===== src/hw/rtl/cppg_pkg.sv =====
`default_nettype none

package cppg_pkg;

   // Sequencer states
   typedef enum logic [3:0] {
      ST_IDLE,
      ST_MUL_X,
      ST_MUL_Y,
      ST_SUM,
      ST_SQRT,
      ST_ROUND,
      ST_RADIUS,
      ST_RSQ,
      ST_COUNT,
      ST_MUL_I,
      ST_DIFF_I,
      ST_POINT,
      ST_DONE
   } state_type;

   // What the shared square root is currently working for
   typedef enum logic [1:0] {
      PH_RADIUS,
      PH_COUNT,
      PH_POINT
   } phase_type;

   // Result status codes
   typedef enum logic [1:0] {
      STATUS_POINT     = 2'd0,
      STATUS_STARTED   = 2'd1,
      STATUS_TOO_SMALL = 2'd2,
      STATUS_NO_CIRCLE = 2'd3
   } status_type;

   // Request modes
   localparam logic MODE_START = 1'b0;
   localparam logic MODE_NEXT  = 1'b1;

endpackage

`default_nettype wire


===== src/hw/rtl/cppg_req_if.sv =====
`default_nettype none

interface cppg_req_if #(
   parameter int COORD_BITS = 16
);
   logic                         valid;
   logic                         ready;
   logic                         mode;
   logic signed [COORD_BITS-1:0] center_x;
   logic signed [COORD_BITS-1:0] center_y;
   logic signed [COORD_BITS-1:0] edge_x;
   logic signed [COORD_BITS-1:0] edge_y;

   modport source (
      output valid, mode, center_x, center_y, edge_x, edge_y,
      input  ready
   );

   modport sink (
      input  valid, mode, center_x, center_y, edge_x, edge_y,
      output ready
   );
endinterface

`default_nettype wire


===== src/hw/rtl/cppg_rsp_if.sv =====
`default_nettype none

interface cppg_rsp_if #(
   parameter int COORD_BITS = 16
);
   logic                           valid;
   logic                           ready;
   cppg_pkg::status_type           status;
   logic signed [COORD_BITS+1:0]   point_x;
   logic signed [COORD_BITS+1:0]   point_y;
   logic                           last_point;

   modport source (
      output valid, status, point_x, point_y, last_point,
      input  ready
   );

   modport sink (
      input  valid, status, point_x, point_y, last_point,
      output ready
   );
endinterface

`default_nettype wire


===== src/hw/rtl/circle_perimeter_point_generator_unit.sv =====
// A point beat runs one square root through the shared square root unit, which
// retires one root bit per cycle, and a start beat runs up to two; a new request is
// accepted only once the last result has been loaded into the output register.
// Reset (synchronous, active high) clears the sequencer, the circle state and the
// output valid; no circle is active afterwards.
`default_nettype none

module circle_perimeter_point_generator_unit #(
   parameter int COORD_BITS = 16
) (
   input wire          clock,
   input wire          reset,
   cppg_req_if.sink    req_if,
   cppg_rsp_if.source  rsp_if
);

   localparam int CB    = COORD_BITS;
   localparam int OW    = CB + 2;        // output coordinate width
   localparam int RW    = CB + 1;        // root, index and count width
   localparam int SW    = 2 * CB + 2;    // squared value width
   localparam int MW    = CB + 2;        // signed multiplier operand width
   localparam int REMW  = CB + 2;        // square root remainder width
   localparam int STEPS = CB + 1;        // root bits, one per cycle
   localparam int CNTW  = $clog2(STEPS);

   // Sequencer and circle state
   cppg_pkg::state_type state_ff, state_in;
   cppg_pkg::phase_type phase_ff, phase_in;
   logic                active_ff, active_in;
   logic [2:0]          octant_ff, octant_in;
   logic [RW-1:0]       step_ff, step_in;
   logic [RW-1:0]       points_ff, points_in;
   logic [SW-1:0]       rsq_ff, rsq_in;
   logic signed [CB-1:0] ctr_x_ff, ctr_x_in;
   logic signed [CB-1:0] ctr_y_ff, ctr_y_in;

   // Working registers
   logic signed [CB:0]  dx_ff, dx_in;
   logic signed [CB:0]  dy_ff, dy_in;
   logic [RW-1:0]       idx_ff, idx_in;
   logic [SW-1:0]       acc_ff, acc_in;
   logic [SW-1:0]       prod_ff, prod_in;
   logic [RW-1:0]       rnd_ff, rnd_in;

   // Square root unit
   logic [SW-1:0]       rad_ff, rad_in;
   logic [RW-1:0]       root_ff, root_in;
   logic [REMW-1:0]     rem_ff, rem_in;
   logic [CNTW-1:0]     cnt_ff, cnt_in;

   // Pending result and output register
   cppg_pkg::status_type res_status_ff, res_status_in;
   logic signed [OW-1:0] res_x_ff, res_x_in;
   logic signed [OW-1:0] res_y_ff, res_y_in;
   logic                 res_last_ff, res_last_in;

   logic                 rsp_valid_ff, rsp_valid_in;
   cppg_pkg::status_type rsp_status_ff, rsp_status_in;
   logic signed [OW-1:0] rsp_x_ff, rsp_x_in;
   logic signed [OW-1:0] rsp_y_ff, rsp_y_in;
   logic                 rsp_last_ff, rsp_last_in;

   // Combinational helpers
   logic                 req_beat;
   logic                 out_free;
   logic signed [MW-1:0] mul_op;
   logic signed [2*MW-1:0] mul_full;
   logic [REMW+1:0]      sq_cur;
   logic [REMW+1:0]      sq_trial;
   logic [REMW+1:0]      sq_diff;
   logic                 sq_fit;
   logic signed [OW-1:0] off_a;
   logic signed [OW-1:0] off_b;
   logic signed [OW-1:0] off_x;
   logic signed [OW-1:0] off_y;
   logic [RW-1:0]        step_next;

   assign req_if.ready = (state_ff == cppg_pkg::ST_IDLE);
   assign req_beat     = req_if.valid && (state_ff == cppg_pkg::ST_IDLE);
   // The output slot is free when empty or being drained this cycle.
   assign out_free     = !rsp_valid_ff || rsp_if.ready;

   assign rsp_if.valid      = rsp_valid_ff;
   assign rsp_if.status     = rsp_status_ff;
   assign rsp_if.point_x    = rsp_x_ff;
   assign rsp_if.point_y    = rsp_y_ff;
   assign rsp_if.last_point = rsp_last_ff;

   // Shared squaring multiplier: every square the block needs passes through here.
   always_comb begin
      case (state_ff)
         cppg_pkg::ST_MUL_X:  mul_op = MW'(dx_ff);
         cppg_pkg::ST_MUL_Y:  mul_op = MW'(dy_ff);
         cppg_pkg::ST_RADIUS: mul_op = {1'b0, rnd_ff};
         default:             mul_op = {1'b0, idx_ff};
      endcase
   end

   assign mul_full = mul_op * mul_op;
   assign prod_in  = mul_full[SW-1:0];

   // One step of the digit-by-digit square root: bring down the next bit pair,
   // try subtracting 4*root+1.
   assign sq_cur   = {rem_ff, rad_ff[SW-1 -: 2]};
   assign sq_trial = (REMW+2)'({root_ff, 2'b01});
   assign sq_fit   = (sq_cur >= sq_trial);
   assign sq_diff  = sq_cur - sq_trial;

   // Eight-way symmetry: offset (a, b) with a the rounded root and b the index.
   assign off_a = OW'({1'b0, rnd_ff});
   assign off_b = OW'({1'b0, idx_ff});

   always_comb begin
      case (octant_ff)
         3'd0:    begin off_x =  off_a; off_y =  off_b; end
         3'd1:    begin off_x =  off_b; off_y =  off_a; end
         3'd2:    begin off_x = -off_b; off_y =  off_a; end
         3'd3:    begin off_x = -off_a; off_y =  off_b; end
         3'd4:    begin off_x = -off_a; off_y = -off_b; end
         3'd5:    begin off_x = -off_b; off_y = -off_a; end
         3'd6:    begin off_x =  off_b; off_y = -off_a; end
         default: begin off_x =  off_a; off_y = -off_b; end
      endcase
   end

   assign step_next = RW'(step_ff + 1'b1);

   // Next state
   always_comb begin
      state_in = state_ff;
      unique case (state_ff)
         cppg_pkg::ST_IDLE: begin
            if (req_if.valid) begin
               if (req_if.mode == cppg_pkg::MODE_START) begin
                  state_in = cppg_pkg::ST_MUL_X;
               end else if (active_ff) begin
                  state_in = cppg_pkg::ST_MUL_I;
               end else begin
                  state_in = cppg_pkg::ST_DONE;
               end
            end
         end
         cppg_pkg::ST_MUL_X:  state_in = cppg_pkg::ST_MUL_Y;
         cppg_pkg::ST_MUL_Y:  state_in = cppg_pkg::ST_SUM;
         cppg_pkg::ST_SUM:    state_in = cppg_pkg::ST_SQRT;
         cppg_pkg::ST_SQRT: begin
            if (cnt_ff == CNTW'(STEPS - 1)) begin
               state_in = cppg_pkg::ST_ROUND;
            end
         end
         cppg_pkg::ST_ROUND: begin
            unique case (phase_ff)
               cppg_pkg::PH_RADIUS: state_in = cppg_pkg::ST_RADIUS;
               cppg_pkg::PH_COUNT:  state_in = cppg_pkg::ST_COUNT;
               default:             state_in = cppg_pkg::ST_POINT;
            endcase
         end
         cppg_pkg::ST_RADIUS: begin
            if (rnd_ff == '0) begin
               state_in = cppg_pkg::ST_DONE;
            end else begin
               state_in = cppg_pkg::ST_RSQ;
            end
         end
         cppg_pkg::ST_RSQ:    state_in = cppg_pkg::ST_SQRT;
         cppg_pkg::ST_COUNT:  state_in = cppg_pkg::ST_DONE;
         cppg_pkg::ST_MUL_I:  state_in = cppg_pkg::ST_DIFF_I;
         cppg_pkg::ST_DIFF_I: state_in = cppg_pkg::ST_SQRT;
         cppg_pkg::ST_POINT:  state_in = cppg_pkg::ST_DONE;
         cppg_pkg::ST_DONE: begin
            if (out_free) begin
               state_in = cppg_pkg::ST_IDLE;
            end
         end
         default: state_in = cppg_pkg::ST_IDLE;
      endcase
   end

   // Datapath and circle state updates
   always_comb begin
      phase_in      = phase_ff;
      active_in     = active_ff;
      octant_in     = octant_ff;
      step_in       = step_ff;
      points_in     = points_ff;
      rsq_in        = rsq_ff;
      ctr_x_in      = ctr_x_ff;
      ctr_y_in      = ctr_y_ff;
      dx_in         = dx_ff;
      dy_in         = dy_ff;
      idx_in        = idx_ff;
      acc_in        = acc_ff;
      rnd_in        = rnd_ff;
      rad_in        = rad_ff;
      root_in       = root_ff;
      rem_in        = rem_ff;
      cnt_in        = cnt_ff;
      res_status_in = res_status_ff;
      res_x_in      = res_x_ff;
      res_y_in      = res_y_ff;
      res_last_in   = res_last_ff;

      unique case (state_ff)
         cppg_pkg::ST_IDLE: begin
            if (req_beat) begin
               if (req_if.mode == cppg_pkg::MODE_START) begin
                  // Abandon any running circle and capture the new geometry.
                  active_in = 1'b0;
                  octant_in = '0;
                  step_in   = '0;
                  phase_in  = cppg_pkg::PH_RADIUS;
                  ctr_x_in  = req_if.center_x;
                  ctr_y_in  = req_if.center_y;
                  dx_in     = (CB+1)'(req_if.center_x) - (CB+1)'(req_if.edge_x);
                  dy_in     = (CB+1)'(req_if.center_y) - (CB+1)'(req_if.edge_y);
               end else if (active_ff) begin
                  // Odd octants walk the index downward.
                  phase_in = cppg_pkg::PH_POINT;
                  if (octant_ff[0]) begin
                     idx_in = RW'(points_ff - step_ff - 1'b1);
                  end else begin
                     idx_in = step_ff;
                  end
               end else begin
                  res_status_in = cppg_pkg::STATUS_NO_CIRCLE;
                  res_x_in      = '0;
                  res_y_in      = '0;
                  res_last_in   = 1'b0;
               end
            end
         end
         cppg_pkg::ST_MUL_Y: begin
            acc_in = prod_ff;
         end
         cppg_pkg::ST_SUM: begin
            rad_in  = acc_ff + prod_ff;
            root_in = '0;
            rem_in  = '0;
            cnt_in  = '0;
         end
         cppg_pkg::ST_SQRT: begin
            rad_in  = {rad_ff[SW-3:0], 2'b00};
            root_in = {root_ff[RW-2:0], sq_fit};
            rem_in  = sq_fit ? sq_diff[REMW-1:0] : sq_cur[REMW-1:0];
            cnt_in  = CNTW'(cnt_ff + 1'b1);
         end
         cppg_pkg::ST_ROUND: begin
            // Round half up: step once more when the remainder exceeds the root.
            rnd_in = RW'(root_ff + RW'(rem_ff > {1'b0, root_ff}));
         end
         cppg_pkg::ST_RADIUS: begin
            if (rnd_ff == '0) begin
               res_status_in = cppg_pkg::STATUS_TOO_SMALL;
               res_x_in      = '0;
               res_y_in      = '0;
               res_last_in   = 1'b0;
            end
         end
         cppg_pkg::ST_RSQ: begin
            // Points per octant come from floor(sqrt(r*r / 2)) + 1.
            rsq_in   = prod_ff;
            rad_in   = {1'b0, prod_ff[SW-1:1]};
            root_in  = '0;
            rem_in   = '0;
            cnt_in   = '0;
            phase_in = cppg_pkg::PH_COUNT;
         end
         cppg_pkg::ST_COUNT: begin
            points_in     = RW'(root_ff + 1'b1);
            active_in     = 1'b1;
            octant_in     = '0;
            step_in       = '0;
            res_status_in = cppg_pkg::STATUS_STARTED;
            res_x_in      = '0;
            res_y_in      = '0;
            res_last_in   = 1'b0;
         end
         cppg_pkg::ST_DIFF_I: begin
            rad_in  = rsq_ff - prod_ff;
            root_in = '0;
            rem_in  = '0;
            cnt_in  = '0;
         end
         cppg_pkg::ST_POINT: begin
            res_status_in = cppg_pkg::STATUS_POINT;
            res_x_in      = OW'(ctr_x_ff) + off_x;
            res_y_in      = OW'(ctr_y_ff) + off_y;
            res_last_in   = 1'b0;
            if (step_next >= points_ff) begin
               step_in = '0;
               if (octant_ff == 3'd7) begin
                  res_last_in = 1'b1;
                  active_in   = 1'b0;
                  octant_in   = '0;
               end else begin
                  octant_in = octant_ff + 3'd1;
               end
            end else begin
               step_in = step_next;
            end
         end
         default: begin
         end
      endcase
   end

   // Output register: load the pending result once the slot frees up.
   always_comb begin
      rsp_valid_in  = rsp_valid_ff;
      rsp_status_in = rsp_status_ff;
      rsp_x_in      = rsp_x_ff;
      rsp_y_in      = rsp_y_ff;
      rsp_last_in   = rsp_last_ff;
      if (rsp_valid_ff && rsp_if.ready) begin
         rsp_valid_in = 1'b0;
      end
      if ((state_ff == cppg_pkg::ST_DONE) && out_free) begin
         rsp_valid_in  = 1'b1;
         rsp_status_in = res_status_ff;
         rsp_x_in      = res_x_ff;
         rsp_y_in      = res_y_ff;
         rsp_last_in   = res_last_ff;
      end
   end

   // Control registers
   always_ff @(posedge clock) begin
      if (reset) begin
         state_ff     <= cppg_pkg::ST_IDLE;
         phase_ff     <= cppg_pkg::PH_RADIUS;
         active_ff    <= 1'b0;
         octant_ff    <= '0;
         step_ff      <= '0;
         points_ff    <= '0;
         rsq_ff       <= '0;
         ctr_x_ff     <= '0;
         ctr_y_ff     <= '0;
         cnt_ff       <= '0;
         rsp_valid_ff <= 1'b0;
      end else begin
         state_ff     <= state_in;
         phase_ff     <= phase_in;
         active_ff    <= active_in;
         octant_ff    <= octant_in;
         step_ff      <= step_in;
         points_ff    <= points_in;
         rsq_ff       <= rsq_in;
         ctr_x_ff     <= ctr_x_in;
         ctr_y_ff     <= ctr_y_in;
         cnt_ff       <= cnt_in;
         rsp_valid_ff <= rsp_valid_in;
      end
   end

   // Payload registers
   always_ff @(posedge clock) begin
      dx_ff         <= dx_in;
      dy_ff         <= dy_in;
      idx_ff        <= idx_in;
      acc_ff        <= acc_in;
      prod_ff       <= prod_in;
      rnd_ff        <= rnd_in;
      rad_ff        <= rad_in;
      root_ff       <= root_in;
      rem_ff        <= rem_in;
      res_status_ff <= res_status_in;
      res_x_ff      <= res_x_in;
      res_y_ff      <= res_y_in;
      res_last_ff   <= res_last_in;
      rsp_status_ff <= rsp_status_in;
      rsp_x_ff      <= rsp_x_in;
      rsp_y_ff      <= rsp_y_in;
      rsp_last_ff   <= rsp_last_in;
   end

endmodule

`default_nettype wire


===== src/flat_wrapper.sv =====
// flat-port wrapper written by rule: the top's interface ports become plain ports
module circle_perimeter_point_generator_unit_flat 
#(
   parameter int COORD_BITS = 16
)
  (clock, reset, req_if_valid, req_if_mode, req_if_center_x, req_if_center_y, req_if_edge_x, req_if_edge_y, req_if_ready, rsp_if_valid, rsp_if_status, rsp_if_point_x, rsp_if_point_y, rsp_if_last_point, rsp_if_ready);
  cppg_req_if #(.COORD_BITS(COORD_BITS)) req_if_i ();
  cppg_rsp_if #(.COORD_BITS(COORD_BITS)) rsp_if_i ();
  input wire clock;
  input wire reset;
  input wire logic [$bits(req_if_i.valid)-1:0] req_if_valid;
  input wire logic [$bits(req_if_i.mode)-1:0] req_if_mode;
  input wire logic [$bits(req_if_i.center_x)-1:0] req_if_center_x;
  input wire logic [$bits(req_if_i.center_y)-1:0] req_if_center_y;
  input wire logic [$bits(req_if_i.edge_x)-1:0] req_if_edge_x;
  input wire logic [$bits(req_if_i.edge_y)-1:0] req_if_edge_y;
  output wire logic [$bits(req_if_i.ready)-1:0] req_if_ready;
  output wire logic [$bits(rsp_if_i.valid)-1:0] rsp_if_valid;
  output wire logic [$bits(rsp_if_i.status)-1:0] rsp_if_status;
  output wire logic [$bits(rsp_if_i.point_x)-1:0] rsp_if_point_x;
  output wire logic [$bits(rsp_if_i.point_y)-1:0] rsp_if_point_y;
  output wire logic [$bits(rsp_if_i.last_point)-1:0] rsp_if_last_point;
  input wire logic [$bits(rsp_if_i.ready)-1:0] rsp_if_ready;
  assign req_if_i.valid = req_if_valid;
  assign req_if_i.mode = req_if_mode;
  assign req_if_i.center_x = req_if_center_x;
  assign req_if_i.center_y = req_if_center_y;
  assign req_if_i.edge_x = req_if_edge_x;
  assign req_if_i.edge_y = req_if_edge_y;
  assign req_if_ready = req_if_i.ready;
  assign rsp_if_valid = rsp_if_i.valid;
  assign rsp_if_status = rsp_if_i.status;
  assign rsp_if_point_x = rsp_if_i.point_x;
  assign rsp_if_point_y = rsp_if_i.point_y;
  assign rsp_if_last_point = rsp_if_i.last_point;
  assign rsp_if_i.ready = rsp_if_ready;
  circle_perimeter_point_generator_unit #(.COORD_BITS(COORD_BITS)) u_core (.clock(clock), .reset(reset), .req_if(req_if_i), .rsp_if(rsp_if_i));
endmodule

===== config.mk =====
export PLATFORM = sky130hd
export DESIGN_NAME = circle_perimeter_point_generator_unit_flat
export DESIGN_NICKNAME = d
export VERILOG_FILES = /design/src/hw/rtl/cppg_pkg.sv /design/src/hw/rtl/cppg_req_if.sv /design/src/hw/rtl/cppg_rsp_if.sv /design/src/hw/rtl/circle_perimeter_point_generator_unit.sv /design/src/flat_wrapper.sv
export SDC_FILE = /design/constraint.sdc
export NUM_CORES = 2
export LEC_CHECK = 0
export BUFFER_PORTS_ARGS = -buffer_cell sky130_fd_sc_hd__buf_2
export CAP_MARGIN = 40
export CORE_UTILIZATION = 63
export DETAILED_ROUTE_END_ITERATION = 16
export PLACE_DENSITY = 0.84
export SYNTH_ARGS = -nofsm -noshare
export SYNTH_HDL_FRONTEND = slang
export SYNTH_SLANG_ARGS = --single-unit

===== constraint.sdc =====
create_clock -name clock -period 10.6 [get_ports clock]
set_input_delay 0.53 -clock clock [delete_from_list [all_inputs] [get_ports clock]]
set_output_delay 0.53 -clock clock [all_outputs]
set_load 0.05 [all_outputs]

==> results.txt <==
----------------------------------------------------
[Timing]
  Final total negative setup slack ... 0 ps
  Maximum frequency from static timing analysis ... 116 MHz
  Number of failing setup endpoints in the final timing report ... 0
  Unrepaired setup endpoints after global routing ... no
  Time the worst path needs with I/O delays and setup ... 8610 ps
  Final-report hold violation count ... 0
  Final slew viol count ... 0
  Headroom to the max-slew limit ... 33.1%
  Final worst clock skew ... 25.2 ps
  Hold Slack ... 213 ps
  Share of the clock period used by the worst path ... 81.3%
  Minimum setup slack in the final design ... 1990 ps
  Slew at the pin with the worst max-slew slack ... 996 ps

[Yosys]
  Synthesis warning total ... 0
  Commonest cells in the synthesized netlist ... sky130_fd_sc_hd__inv_1, sky130_fd_sc_hd__nand2_1, sky130_fd_sc_hd__nor2_1
  Cell type with the highest aggregate area in the netlist ... sky130_fd_sc_hd__edfxtp_1
  Net count after synthesis ... 4,349
  Most instantiated library cell after synthesis ... sky130_fd_sc_hd__inv_1
  Asr flop ratio synth ... 0%
  Number of enable flip-flop cells after synthesis ... 248
  Number of standard cells after synthesis ... 3,693
  Register area share after synthesis ... 30.4%
  Top flip-flop cell by instance count after synthesis ... sky130_fd_sc_hd__edfxtp_1
  Synthesized area divided by synthesized cell count ... 9.28 sq um
  Seq cells post-synth ... 396
  Post-synth cell types ... 81
  Area fraction of the dominant cell type after synthesis ... 21.7%
  Cell types with the largest area share after synthesis ... sky130_fd_sc_hd__edfxtp_1, sky130_fd_sc_hd__fa_1, sky130_fd_sc_hd__ha_1
  Combined area of all synthesized cells ... 34,300 sq um

[Worst setup path]
  CP startpoint kind ... flop
  Largest incremental delay on the critical path ... 740 ps
  Library cell contributing the largest single delay on the critical path ... sky130_fd_sc_hd__dfxtp_1
  Startpoint-to-endpoint class of the critical path ... flop to flop
  Critical path data required time ... 11,060 ps
  Data arrival time of the critical path ... 9080 ps
  Critical path fanouts, max ... 19
  Sort of element at the end of the critical path ... flop

[Global route]
  Met3 Use GR ... 6.54%
  Met2 global-route usage ... 53.1%
  Aggregate global routing overflow ... 0
  Global router's overall resource usage ... 33.0%
  Busiest layer in global routing ... met2
  Number of global-route vias before repair ... 27,200
  Initial antenna violation count ... 5
  Maximum number of pins on one net before global-route repair ... 60
  Met1 Track Usage GR ... 43.5%
  First-pass GRT wire length ... 144,000 um

[Cells and area]
  Layout Area Growth over Synthesis ... 8.19%
  Fraction of final layout cells sized beyond drive strength 1 ... 7.15%
  Total number of nets in the final design ... 4,426

[Clocking]
  Maximum buffer depth of the clock tree ... 3
  Number of buffers created by CTS ... 43
  CTS tree ... built
  CTS clock-pin slew for the worst setup and hold paths ... 60 ps
  Skew-Pair Late Insertion Delay ... 580 ps
  Buffers inserted by post-CTS timing repair ... 0
  H-tree depth reported by CTS ... 2
  Clock Root Buffer ... sky130_fd_sc_hd__clkbuf_16
  Post-CTS sizing ... 0
  CTS Hold Buffers Added ... 0
  Clock sink total ... 396

[Routing]
  Number of antenna-violating nets in the routed design ... 0
  Initial detailed-routing violation count ... 2,696
  Mean number of vias per cell ... 6.06
  Wire length after detailed routing ... 90,800 um
  Total via count in the routed design ... 27,300
  Residual DRC ... 0
  First drt pass iteration count ... 9
  Routed wire per std cell ... 20.2 um

[Die]
  Starting utilization of the core area ... 63.7%
  Number of top-level pins ... 110
  Die Y-Extent ... 235 um
  Die X ... 235 um
  Core area ... 53,800 sq um
  Std-Cell Rows ... 85
  DIE AREA ... 55,300 sq um

[Run status]
  Run status ... complete, no violations

[Placement]
  Sum of net half-perimeters after detailed placement ... 70,500 um
  Number of input and output port buffers inserted ... 109
  Placement-stage worst setup slack ... 2230 ps
  RePlAce Congestion ... 1.02

[Run]
  Number of violations of the max-capacitance limit ... 0

[Hold path]
  Hold Path Class ... input pin to flop

----------------------------------------------------
## layout make-up
type | count | area, sq um
Antenna cell | 2 | 5.00
Clock buffer | 60 | 1220
Clock inverter | 20 | 230
Fill cell | 4075 | 16700
Inverter | 564 | 2120
Multi-Input combinational cell | 2622 | 21400
Sequential cell | 396 | 10400
Tap cell | 696 | 871
Timing Repair Buffer | 143 | 858
## layer usage
layer  vias up  wire length, um  share of wire [%]
met2      1349            41600                 46
met1     13100            35900                 40
met5         -               46              0.051
met4         6             4280                4.7
li1      12600                -                  -
met3       276             8880                9.8
## cell usage in the layout (no fill, tap or decap), types with 27 or more instances in the layout
cell type | synthesis | final
sky130_fd_sc_hd__o21a_1 | 29 | 29
sky130_fd_sc_hd__nand2b_1 | 27 | 27
sky130_fd_sc_hd__xor2_1 | 79 | 79
sky130_fd_sc_hd__clkbuf_16 | 0 | 45
sky130_fd_sc_hd__o21ai_0 | 129 | 129
sky130_fd_sc_hd__xnor2_1 | 181 | 181
sky130_fd_sc_hd__edfxtp_1 | 248 | 248
sky130_fd_sc_hd__a21o_1 | 62 | 62
sky130_fd_sc_hd__nand3_1 | 65 | 65
sky130_fd_sc_hd__o21ai_1 | 30 | 30
sky130_fd_sc_hd__nor3_1 | 53 | 51
sky130_fd_sc_hd__buf_4 | 0 | 29
sky130_fd_sc_hd__a21oi_1 | 213 | 213
sky130_fd_sc_hd__fa_1 | 289 | 289
sky130_fd_sc_hd__ha_1 | 298 | 298
sky130_fd_sc_hd__buf_2 | 0 | 108
sky130_fd_sc_hd__a211oi_1 | 35 | 35
sky130_fd_sc_hd__nor2_1 | 319 | 317
sky130_fd_sc_hd__inv_1 | 554 | 553
sky130_fd_sc_hd__nand2_1 | 401 | 401
sky130_fd_sc_hd__dfxtp_1 | 148 | 148
sky130_fd_sc_hd__a222oi_1 | 41 | 41
## stage by stage
stage / utilization [%] / cell area, sq um / instances
2_1_floorplan: - / 34300 / 3693
3_3_place_gp: 66.0 / 35500 / 4414
3_5_place_dp: 66.2 / 35600 / 4421
4_1_cts: 68.9 / 37100 / 4501
5_1_grt: 68.9 / 37100 / 4503
6_report: 68.9 / 37100 / 4503
## registers in the layout, summed over array words and instances, names as in the netlist, 18 cells and up
signal and count:
u_core.rad_ff 34, u_core.res_x_ff 18, u_core.rsp_if.point_y 18, u_core.rsq_ff 33, u_core.rsp_if.point_x 18, u_core.res_y_ff 18
u_core.acc_ff 33, u_core.prod_ff 33, u_core.rem_ff 18
## logic make-up after synthesis
logic type	count (synthesis)	synth area share [%]
simple gates	1032	13.4
compound gates	718	13.7
buf+inv	675	7.39
fa+ha+maj	587	27.8
flops	396	30.4
xor+xnor	260	6.65
mux	25	0.745
## worst max-delay path: cells and delay by family (launching register included)
family	cells	cell delay, ps
compound gates	9	2480
xor+xnor	1	150
fa+ha+maj	7	3350
buf+inv	7	960
flops	1	740
simple gates	5	800
## worst paths after layout
| check | start | endpoint | slack, ps | cells past startpoint |
|---|---|---|---|---|
| max | u_core.state_ff[3] | u_core.prod_ff[30] | 1990 | 29 |
| min | req_if_center_y[0] | u_core.ctr_y_ff[0] | 210 | 3 |
| max reg2reg | u_core.state_ff[3] | u_core.prod_ff[30] | 1990 | 29 |
| min reg2reg | u_core.res_y_ff[7] | u_core.rsp_if.point_y[7] | 410 | 0 |
Power is left out: the tool's default activity adds up to more than one toggle a clock period on the data nets, which glitch-free logic cannot reach.
